**src/design/binary_to_decimal_digits_macros.svh**
```systemverilog
// Assertion macros for binary_to_decimal_digits.
// Used by the top level; relies on clk and rst_n in the including scope.
`ifndef BINARY_TO_DECIMAL_DIGITS_MACROS_SVH
`define BINARY_TO_DECIMAL_DIGITS_MACROS_SVH

// Same-cycle implication.
`define B2D_ASSERT_NOW(label, ante, cons) \
    label: assert property (@(posedge clk) disable iff (!rst_n) (ante) |-> (cons)) \
        else $error("b2d assertion failed");

// Next-cycle implication.
`define B2D_ASSERT_NEXT(label, ante, cons) \
    label: assert property (@(posedge clk) disable iff (!rst_n) (ante) |=> (cons)) \
        else $error("b2d assertion failed");

`endif

```
**src/design/b2d_pkg.sv**
```systemverilog
// Package for binary_to_decimal_digits: sizes, constants and the
// command/status types between controller and datapath. No dependencies.
`timescale 1ns / 1ps

package b2d_pkg;

    localparam int VALUE_WIDTH = 64;
    localparam int MAX_DIGITS  = 20;
    localparam int BCD_WIDTH   = MAX_DIGITS * 4;
    localparam int BIT_CNT_W   = $clog2(VALUE_WIDTH);
    localparam int DIG_IDX_W   = $clog2(MAX_DIGITS);

    localparam logic [5:0] ASCII_ZERO = 6'd48;

    typedef struct packed {
        logic load;
        logic shift;
        logic scan;
        logic emit;
    } ctrl_cmd_t;

    typedef struct packed {
        logic bits_done;
        logic last;
    } dp_status_t;

    typedef enum logic [3:0] {
        ST_IDLE = 4'b0001,
        ST_CONV = 4'b0010,
        ST_SCAN = 4'b0100,
        ST_EMIT = 4'b1000
    } state_t;

endpackage

```
**src/design/b2d_datapath.sv**
```systemverilog
// Datapath: input shift register, BCD register with add-3 adjust,
// bit counter and digit index. Depends on b2d_pkg.
`timescale 1ns / 1ps

module b2d_datapath (
    input  logic                 clk,
    input  logic                 rst_n,
    input  logic [63:0]          value,
    input  b2d_pkg::ctrl_cmd_t   cmd,
    output b2d_pkg::dp_status_t  status,
    output logic [5:0]           digit_char,
    output logic                 last_digit
);
    import b2d_pkg::*;

    logic [VALUE_WIDTH-1:0] val_reg;
    logic [BCD_WIDTH-1:0]   bcd_reg;
    logic [BCD_WIDTH-1:0]   bcd_adj;
    logic [BIT_CNT_W-1:0]   bit_cnt_reg;
    logic [DIG_IDX_W-1:0]   idx_reg;
    logic [DIG_IDX_W-1:0]   top_idx;
    logic [3:0]             cur_digit;

    always_comb
    begin
        for (int i = 0; i < MAX_DIGITS; i++)
        begin
            if (bcd_reg[i*4 +: 4] >= 4'd5)
                bcd_adj[i*4 +: 4] = bcd_reg[i*4 +: 4] + 4'd3;
            else
                bcd_adj[i*4 +: 4] = bcd_reg[i*4 +: 4];
        end
    end

    // highest nonzero digit, zero value gives index 0
    always_comb
    begin
        top_idx = '0;
        for (int i = 0; i < MAX_DIGITS; i++)
        begin
            if (bcd_reg[i*4 +: 4] != 4'd0)
                top_idx = DIG_IDX_W'(i);
        end
    end

    always_ff @(posedge clk)
    begin
        if (cmd.load)
        begin
            val_reg <= value[VALUE_WIDTH-1:0];
            bcd_reg <= '0;
        end
        else if (cmd.shift)
        begin
            val_reg <= {val_reg[VALUE_WIDTH-2:0], 1'b0};
            bcd_reg <= {bcd_adj[BCD_WIDTH-2:0], val_reg[VALUE_WIDTH-1]};
        end
    end

    always_ff @(posedge clk or negedge rst_n)
    begin
        if (!rst_n)
        begin
            bit_cnt_reg <= '0;
            idx_reg     <= '0;
        end
        else
        begin
            if (cmd.load)
                bit_cnt_reg <= BIT_CNT_W'(VALUE_WIDTH - 1);
            else if (cmd.shift)
                bit_cnt_reg <= bit_cnt_reg - 1'b1;

            if (cmd.scan)
                idx_reg <= top_idx;
            else if (cmd.emit)
                idx_reg <= idx_reg - 1'b1;
        end
    end

    assign cur_digit        = bcd_reg[idx_reg*4 +: 4];
    assign digit_char       = ASCII_ZERO + {2'b00, cur_digit};
    assign last_digit       = (idx_reg == '0);
    assign status.bits_done = (bit_cnt_reg == '0);
    assign status.last      = (idx_reg == '0);

endmodule

```
**src/design/b2d_ctrl.sv**
```systemverilog
// Controller state machine: sequences load, shift, scan and digit output.
// Depends on b2d_pkg.
`timescale 1ns / 1ps

module b2d_ctrl (
    input  logic                 clk,
    input  logic                 rst_n,
    input  logic                 start,
    input  b2d_pkg::dp_status_t  status,
    output b2d_pkg::ctrl_cmd_t   cmd,
    output logic                 busy
);
    import b2d_pkg::*;

    state_t state_reg;
    state_t state_next;

    always_comb
    begin
        state_next = state_reg;
        cmd        = '0;
        case (state_reg)
            ST_IDLE:
            begin
                if (start)
                begin
                    cmd.load   = 1'b1;
                    state_next = ST_CONV;
                end
            end
            ST_CONV:
            begin
                cmd.shift = 1'b1;
                if (status.bits_done)
                    state_next = ST_SCAN;
            end
            ST_SCAN:
            begin
                cmd.scan   = 1'b1;
                state_next = ST_EMIT;
            end
            ST_EMIT:
            begin
                cmd.emit = 1'b1;
                if (status.last)
                    state_next = ST_IDLE;
            end
            default:
            begin
                state_next = ST_IDLE;
            end
        endcase
    end

    always_ff @(posedge clk or negedge rst_n)
    begin
        if (!rst_n)
            state_reg <= ST_IDLE;
        else
            state_reg <= state_next;
    end

    assign busy = (state_reg != ST_IDLE);

endmodule

```
**src/design/binary_to_decimal_digits.sv**
```systemverilog
// Binary to decimal digits, top level: controller plus datapath.
// Depends on b2d_pkg, b2d_ctrl, b2d_datapath and the macros header.
//
// A word is taken when start is high and busy is low. The 64-bit value is
// converted by bit-serial double dabble, one bit per cycle, followed by the
// scan state, which locates the leading digit; then the n digits (1 to 20)
// leave one per cycle, most significant first, each marked by digit_valid
// for a single cycle, the last with last_digit set. The receiver cannot
// stall: digits must be taken as they appear. busy falls the cycle after
// the last digit.
`timescale 1ns / 1ps

`include "binary_to_decimal_digits_macros.svh"

module binary_to_decimal_digits (
    input  logic        clk,
    input  logic        rst_n,
    input  logic        start,
    output logic        busy,
    input  logic [63:0] value,
    output logic        digit_valid,
    output logic [5:0]  digit_char,
    output logic        last_digit
);
    import b2d_pkg::*;

    ctrl_cmd_t  cmd;
    dp_status_t status;

    b2d_ctrl u_ctrl (
        .clk    (clk),
        .rst_n  (rst_n),
        .start  (start),
        .status (status),
        .cmd    (cmd),
        .busy   (busy)
    );

    b2d_datapath u_dp (
        .clk        (clk),
        .rst_n      (rst_n),
        .value      (value),
        .cmd        (cmd),
        .status     (status),
        .digit_char (digit_char),
        .last_digit (last_digit)
    );

    assign digit_valid = cmd.emit;

    `B2D_ASSERT_NOW(a_digit_range, digit_valid, (digit_char >= 6'd48) && (digit_char <= 6'd57))
    `B2D_ASSERT_NEXT(a_accept_busy, start && !busy, busy && !digit_valid)
    `B2D_ASSERT_NEXT(a_last_ends, digit_valid && last_digit, !digit_valid && !busy)
    `B2D_ASSERT_NOW(a_valid_busy, digit_valid, busy)

endmodule
```
**config.mk**
```make
export PLATFORM = sky130hd
export DESIGN_NAME = binary_to_decimal_digits
export DESIGN_NICKNAME = d
export VERILOG_FILES = /design/src/design/b2d_pkg.sv /design/src/design/b2d_datapath.sv /design/src/design/b2d_ctrl.sv /design/src/design/binary_to_decimal_digits.sv
export VERILOG_INCLUDE_DIRS = /design/src /design/src/design
export SDC_FILE = /design/constraint.sdc
export NUM_CORES = 1
export LEC_CHECK = 0
export BUFFER_PORTS_ARGS = -buffer_cell sky130_fd_sc_hd__buf_2
export CAP_MARGIN = 20
export CORE_ASPECT_RATIO = 0.6
export CORE_UTILIZATION = 33
export DETAILED_ROUTE_END_ITERATION = 16
export PLACE_DENSITY_LB_ADDON = 0.15
export RECOVER_POWER = 25
export SYNTH_ARGS = -nofsm -noshare
export SYNTH_HDL_FRONTEND = slang
export SYNTH_SLANG_ARGS = --single-unit
```
**constraint.sdc**
```tcl
create_clock -name clk -period 9.4 [get_ports clk]
set_input_delay 1.41 -clock clk [delete_from_list [all_inputs] [get_ports clk]]
set_output_delay 1.41 -clock clk [all_outputs]
set_load 0.005 [all_outputs]
```
== Yosys cells after proc, flatten, opt, wreduce, memory -nomap -nowiden ==
Cells that the tools add are included.

* Register bits: 159
* Bits of input ports: 67
* Output and inout port bits: 9
* Logic and storage cells: 135

* Add/sub/neg operators: 23
* Order comparisons: 20
* Equality and inequality tests: 8
* Shift-type cells: 1
* Muxes and demuxes: 54
* Reductions and logical operators: 24

{| class="wikitable"
|+ Operators with widths
! kind !! number
|-
| 2-to-1 mux 64 bit || 2
|-
| 2-to-1 mux 4 bit || 30
|-
| >= comparator 4 x 3 -> 1 bit, second input constant || 20
|-
| indexed part select 80 x 8 -> 4 bit || 1
|-
| adder 4 x 2 -> 4 bit, second input constant || 19
|-
| nonzero test 4 bit || 19
|-
| 2-to-1 mux 5 bit || 6
|-
| one-hot mux 4 bit (4 select lines) || 1
|-
| 2-to-1 mux 3 bit || 5
|-
| 2-to-1 mux 6 bit || 2
|-
| adder 5 x 5 -> 6 bit, first input constant || 1
|-
| logical NOT 6 bit || 1
|-
| 2-to-1 mux 1 bit || 6
|-
| != test 2 bit, second input constant || 3
|-
| subtractor 6 x 1 -> 6 bit, second input constant || 1
|-
| logical NOT 5 bit || 1
|-
| subtractor 5 x 1 -> 5 bit, second input constant || 1
|-
| == test 4 x 1 -> 1 bit, second input constant || 1
|-
| == test 4 x 2 -> 1 bit, second input constant || 1
|-
| == test 4 x 3 -> 1 bit, second input constant || 1
|-
| == test 4 bit, second input constant || 1
|-
| 2-to-1 mux 2 bit || 2
|-
| != test 4 x 1 -> 1 bit, second input constant || 1
|-
| nonzero test 2 bit || 2
|-
| other kinds (2) || 2
|}

== Longest topological paths before layout ==
* Depth after elaboration: 21
* Gate-level depth with buffers: 8
* Depth with buffers taken out: 7

== Cells and area by module ==
From an unflattened synthesis, not the netlist that was laid out.

* Cell total of the unflattened synthesis: 891
* Area total of the unflattened synthesis: 9,072.5 µm²

{| class="wikitable"
|+ By module, submodules not included
! module !! instances !! cells an instance !! area an instance (µm²) !! seq. area each (µm²)
|-
| b2d_datapath || 1 || 872 || 8,874.8 || 3,798.6
|-
| b2d_ctrl || 1 || 19 || 197.7 || 101.3
|}

== Least setup slack after synthesis ==
Ideal clock, no wire load.

* Path type: input-to-reg
* Start point: input port start
* End point: register u_dp.val_reg[0], enable pin
* Setup time: 689 ps
* Arrival time: 3,265 ps
* Required time: 8,711 ps
* Setup slack: 5,445 ps
* Stages on the path: 4
* Path buffers: 2
* Cells stage by stage: nand2_1 clkbuf_1 clkbuf_1 nand2_1

* Word-level cells in the longest chain between the ends: 3

{| class="wikitable"
|+ RTL lines
! item !! line !! text
|-
| from (decl) || binary_to_decimal_digits.sv:18 || <nowiki>input logic start,</nowiki>
|-
| 2-to-1 mux 1 bit || b2d_ctrl.sv:25 || <nowiki>if (start)</nowiki>
|-
| 2-to-1 mux 1 bit || b2d_ctrl.sv:22 || <nowiki>case (state_reg)</nowiki>
|-
| nonzero test 2 bit (no source line) || n/a ||
|-
| to (signal assigned) || b2d_datapath.sv:50 || <nowiki>val_reg <= value[VALUE_WIDTH-1:0];</nowiki>
|-
| to (signal assigned) || b2d_datapath.sv:55 || <nowiki>val_reg <= {val_reg[VALUE_WIDTH-2:0], 1'b0};</nowiki>
|-
| to (decl) || b2d_datapath.sv:16 || <nowiki>logic [VALUE_WIDTH-1:0] val_reg;</nowiki>
|}

No other way between the ends.
A chain may end at the register's enable or synchronous reset.

== Worst setup path in the final report ==
* Start point: register u_ctrl.state_reg[0]
* End point: register u_dp.val_reg[5], data pin

* Word-level cells in the longest chain between the ends: 3

{| class="wikitable"
|+ RTL lines
! item !! line !! text
|-
| from (decl) || b2d_ctrl.sv:15 || <nowiki>state_t state_reg;</nowiki>
|-
| from (signal assigned) || b2d_ctrl.sv:60 || <nowiki>state_reg <= state_next;</nowiki>
|-
| == test 4 x 1 -> 1 bit || b2d_ctrl.sv:22 ||
|-
| 2-to-1 mux 1 bit || b2d_ctrl.sv:22 ||
|-
| 2-to-1 mux 64 bit || b2d_datapath.sv:48 || <nowiki>if (cmd.load)</nowiki>
|}

No other way between the ends.

==> results.py <==
metrics = {
    "outcome": {
        "status": "complete, but fails checks",
        "violations": "capacitance limit, slew limit",
    },
    "timing": {
        "rsz0062_at_grt": "no",
        "setup_viol_count_final": 0,
        "worst_clock_skew_ns": 0.00781,
        "fin_setup_tns_ns": 0,
        "holdWs_ns": 0.464,
        "slew-limit-headroom_pct": -139,
        "final-hold-violation-count": 0,
        "period_needed_ns": 5.66,
        "layout_setup_ws_ns": 3.74,
        "slew_viol_final": 359,
        "min_period_over_period_pct": 60.2,
        "worst_pin_slew_ns": 3.59,
        "max_freq_mhz": 177,
    },
    "critical_path": {
        "path_max_fanout": 72,
        "crit_required_ns": 9.70,
        "cp_common_cell": "nand2_1",
        "slowest_delay_ns": 2.54,
        "cp_slowest_cell": "clkbuf_1",
        "worstPathArrival_ns": 5.96,
        "endpoint_kind": "register",
        "worstSetupPathType": "register to register",
        "timing.critical_path.cells": "nor4b_1 -> and2_0 -> clkbuf_1 -> nand2_1 -> nand2_1",
        "cp-start-kind": "register",
    },
    "yosys": {
        "synth_edf_count": 64,
        "yosysMostFrequentCell": "nand2_1",
        "synth.avg_cell_area_um2": 8.72,
        "synth_area_um2": 8830,
        "synth-async-reset-ratio_pct": 9.43,
        "synthTopCellsByCount": "nand2_1, o21ai_0, a21oi_1",
        "ys_ff_latch": 159,
        "ys_types": 51,
        "synthTopCellsByArea": "edfxtp_1, dfxtp_1, nand2_1",
        "synth_ff_type": "dfxtp_1",
        "synth_cells": 1013,
        "yosysTopAreaCell": "edfxtp_1",
        "yosys.area.top_type_share_pct": 21.8,
        "ys_warn_count": 0,
        "ys_seq_area_share_pct": 44.2,
    },
    "clocking": {
        "cts_made_buffers": 17,
        "worstSkewPairLatency_ns": 0.44,
        "cts_setup_buffers": 0,
        "clockBufferDepth": 2,
        "tritoncts": "yes",
        "cts.sinks": 159,
        "cts_max_level": 4,
        "clkTransAtPathRegs_ns": 0.06,
        "post_cts_resized": 0,
        "cts_hold_buf": 0,
        "clock-root-buffer": "clkbuf_16",
    },
    "power_and_ir_drop": {
        "power_leakage_nw": 3.96,
        "swShare_pct": 31.0,
        "clkPwrFrac_pct": 33.5,
        "worst_ir_drop_vdd_uv": 129,
        "power.internal_mw": 1.56,
        "p_switching_uw": 702,
        "comb_power_share_pct": 22.1,
        "powerDensity_nw_per_um2": 224,
        "total_power_mw": 2.27,
        "pwr-share-seq_pct": 44.3,
    },
    "global_route": {
        "grt_pass1_wl_um": 36500,
        "grt_pass1_vias": 6540,
        "grt_max_degree": 73,
        "grt_overflow_total": 0,
        "antenna_found_initial": 1,
        "grt_use_total_pct": 17.5,
    },
    "die": {
        "coreArea_um2": 25800,
        "die_w_um": 213,
        "start_util_pct": 34.2,
        "chipHeight_um": 129,
        "die_area_um2": 27400,
        "core.rowCount": 45,
        "io-pin-count": 76,
    },
    "flow_run": {
        "cap_violations": 6,
    },
    "place": {
        "dp_cells": 1391,
        "post-place-ws_ns": 5.57,
        "gp_congestion": 0.838,
        "hpwlAfterDp_um": 15400,
        "io_buffers": 73,
        "place_area_um2": 9500,
    },
    "layout": {
        "largest_reg_flops": 80,
        "areaGrowthSynthToFinish_pct": 14.7,
        "fin_util_pct": 39.3,
        "antenna_cells": 0,
        "seq_area_um2": 3900,
        "layout.cells.non_filler": 1424,
        "fillers": 2663,
        "final_nets": 1171,
        "design_area_um2": 10100,
        "layout-drive-gt1-share_pct": 12.8,
        "multiInputGateArea_um2": 4550,
    },
    "route": {
        "ant_nets": 0,
        "vias": 7163,
        "drc": 0,
        "wirelength_um": 22800,
        "viasPerCell": 5.03,
        "drtIter0Drc": 477,
        "post_drt_wl_per_cell_um": 16.0,
        "drt_pass1_iterations": 5,
    },
    "min_path": {
        "min-delay-path-class": "register to register",
    },
}
-- placed cells by master (no fill, tap or decap), types with 3 or more instances in the layout --
cell type and count:
edfxtp_1 64, ha_1 45, nor4b_1 4, clkbuf_16 19
o32ai_1 3, bufinv_16 3, clkbuf_1 9, nor4_1 3
nor3_1 3, buf_4 3, o21ai_0 99, nand3_1 71
dfrtp_1 14, o31ai_1 4, mux4_2 20, o22ai_1 3
xnor2_1 22, inv_1 47, clkbuf_8 3, nand3b_1 4
nand2b_1 23, nand2_1 228, dfxtp_1 80, o21a_1 5
a21oi_1 91, nor2_1 48, mux2i_1 8, nor3b_1 27
a31oi_1 3, buf_2 71, or3b_2 8, xor2_1 4
-- logic make-up after synthesis --
family	synth area share, %
adders and majority gates	6.38
DFF	44.2
AOI/OAI and AO/OA	13.1
and+or+nand+nor	23.2
other	0.0425
muxes	6.01
xor gates and xnor gates	2.58
buffers and inverters	4.49
-- power by group through the flow --
| stage | Combinational [mW] | Clock [mW] | Sequential, mW |
|---|---|---|---|
| after global placement | 0.509 | 0 | 1.02 |
| final | 0.502 | 0.759 | 1.00 |
| after detailed placement | 0.512 | 0 | 1.02 |
| after CTS | 0.512 | 0.780 | 1.01 |
| after floorplan | 0.363 | 0 | 1.01 |
| after global routing | 0.587 | 0.806 | 1.02 |
-- cell type report --
| type | count | area share (%) |
|---|---|---|
| multi-input combinational | 754 | 44.9 |
| sequential | 159 | 38.5 |
| clock buffer | 28 | 5.35 |
| tap | 352 | 4.35 |
| timing repair buffer | 80 | 4.19 |
| inverter | 47 | 1.74 |
| clock inverter | 4 | 0.939 |
-- critical path: cells and delay by family, from the launching register on --
kind	cells	cell delay [ns]
flip-flops	1	0.65
AND/OR/NAND/NOR	4	2.28
buffers and inverters	1	2.54
-- path summary, 6_finish.rpt --
check,from,endpoint,slack (ns),depth (start not counted)
min reg2reg,u_dp.val_reg[63],u_dp.bcd_reg[0],0.46,2
max in group asynchronous,rst_n,u_dp.idx_reg[0],7.78,1
max reg2reg,u_ctrl.state_reg[0],u_dp.val_reg[5],3.74,5
min,u_dp.val_reg[63],u_dp.bcd_reg[0],0.46,2
max,u_ctrl.state_reg[0],u_dp.val_reg[5],3.74,5
min in group asynchronous,rst_n,u_dp.bit_cnt_reg[4],1.07,1
-- routing by layer --
layer	routed length [µm]	vias up	track usage, %
met2	8780	132	22.7
met1	12400	3379	26.8
met4	297	2	6.09
met5	10	-	0
li1	-	3623	-
met3	1410	27	5.05
(Power assumes the default switching activity.)
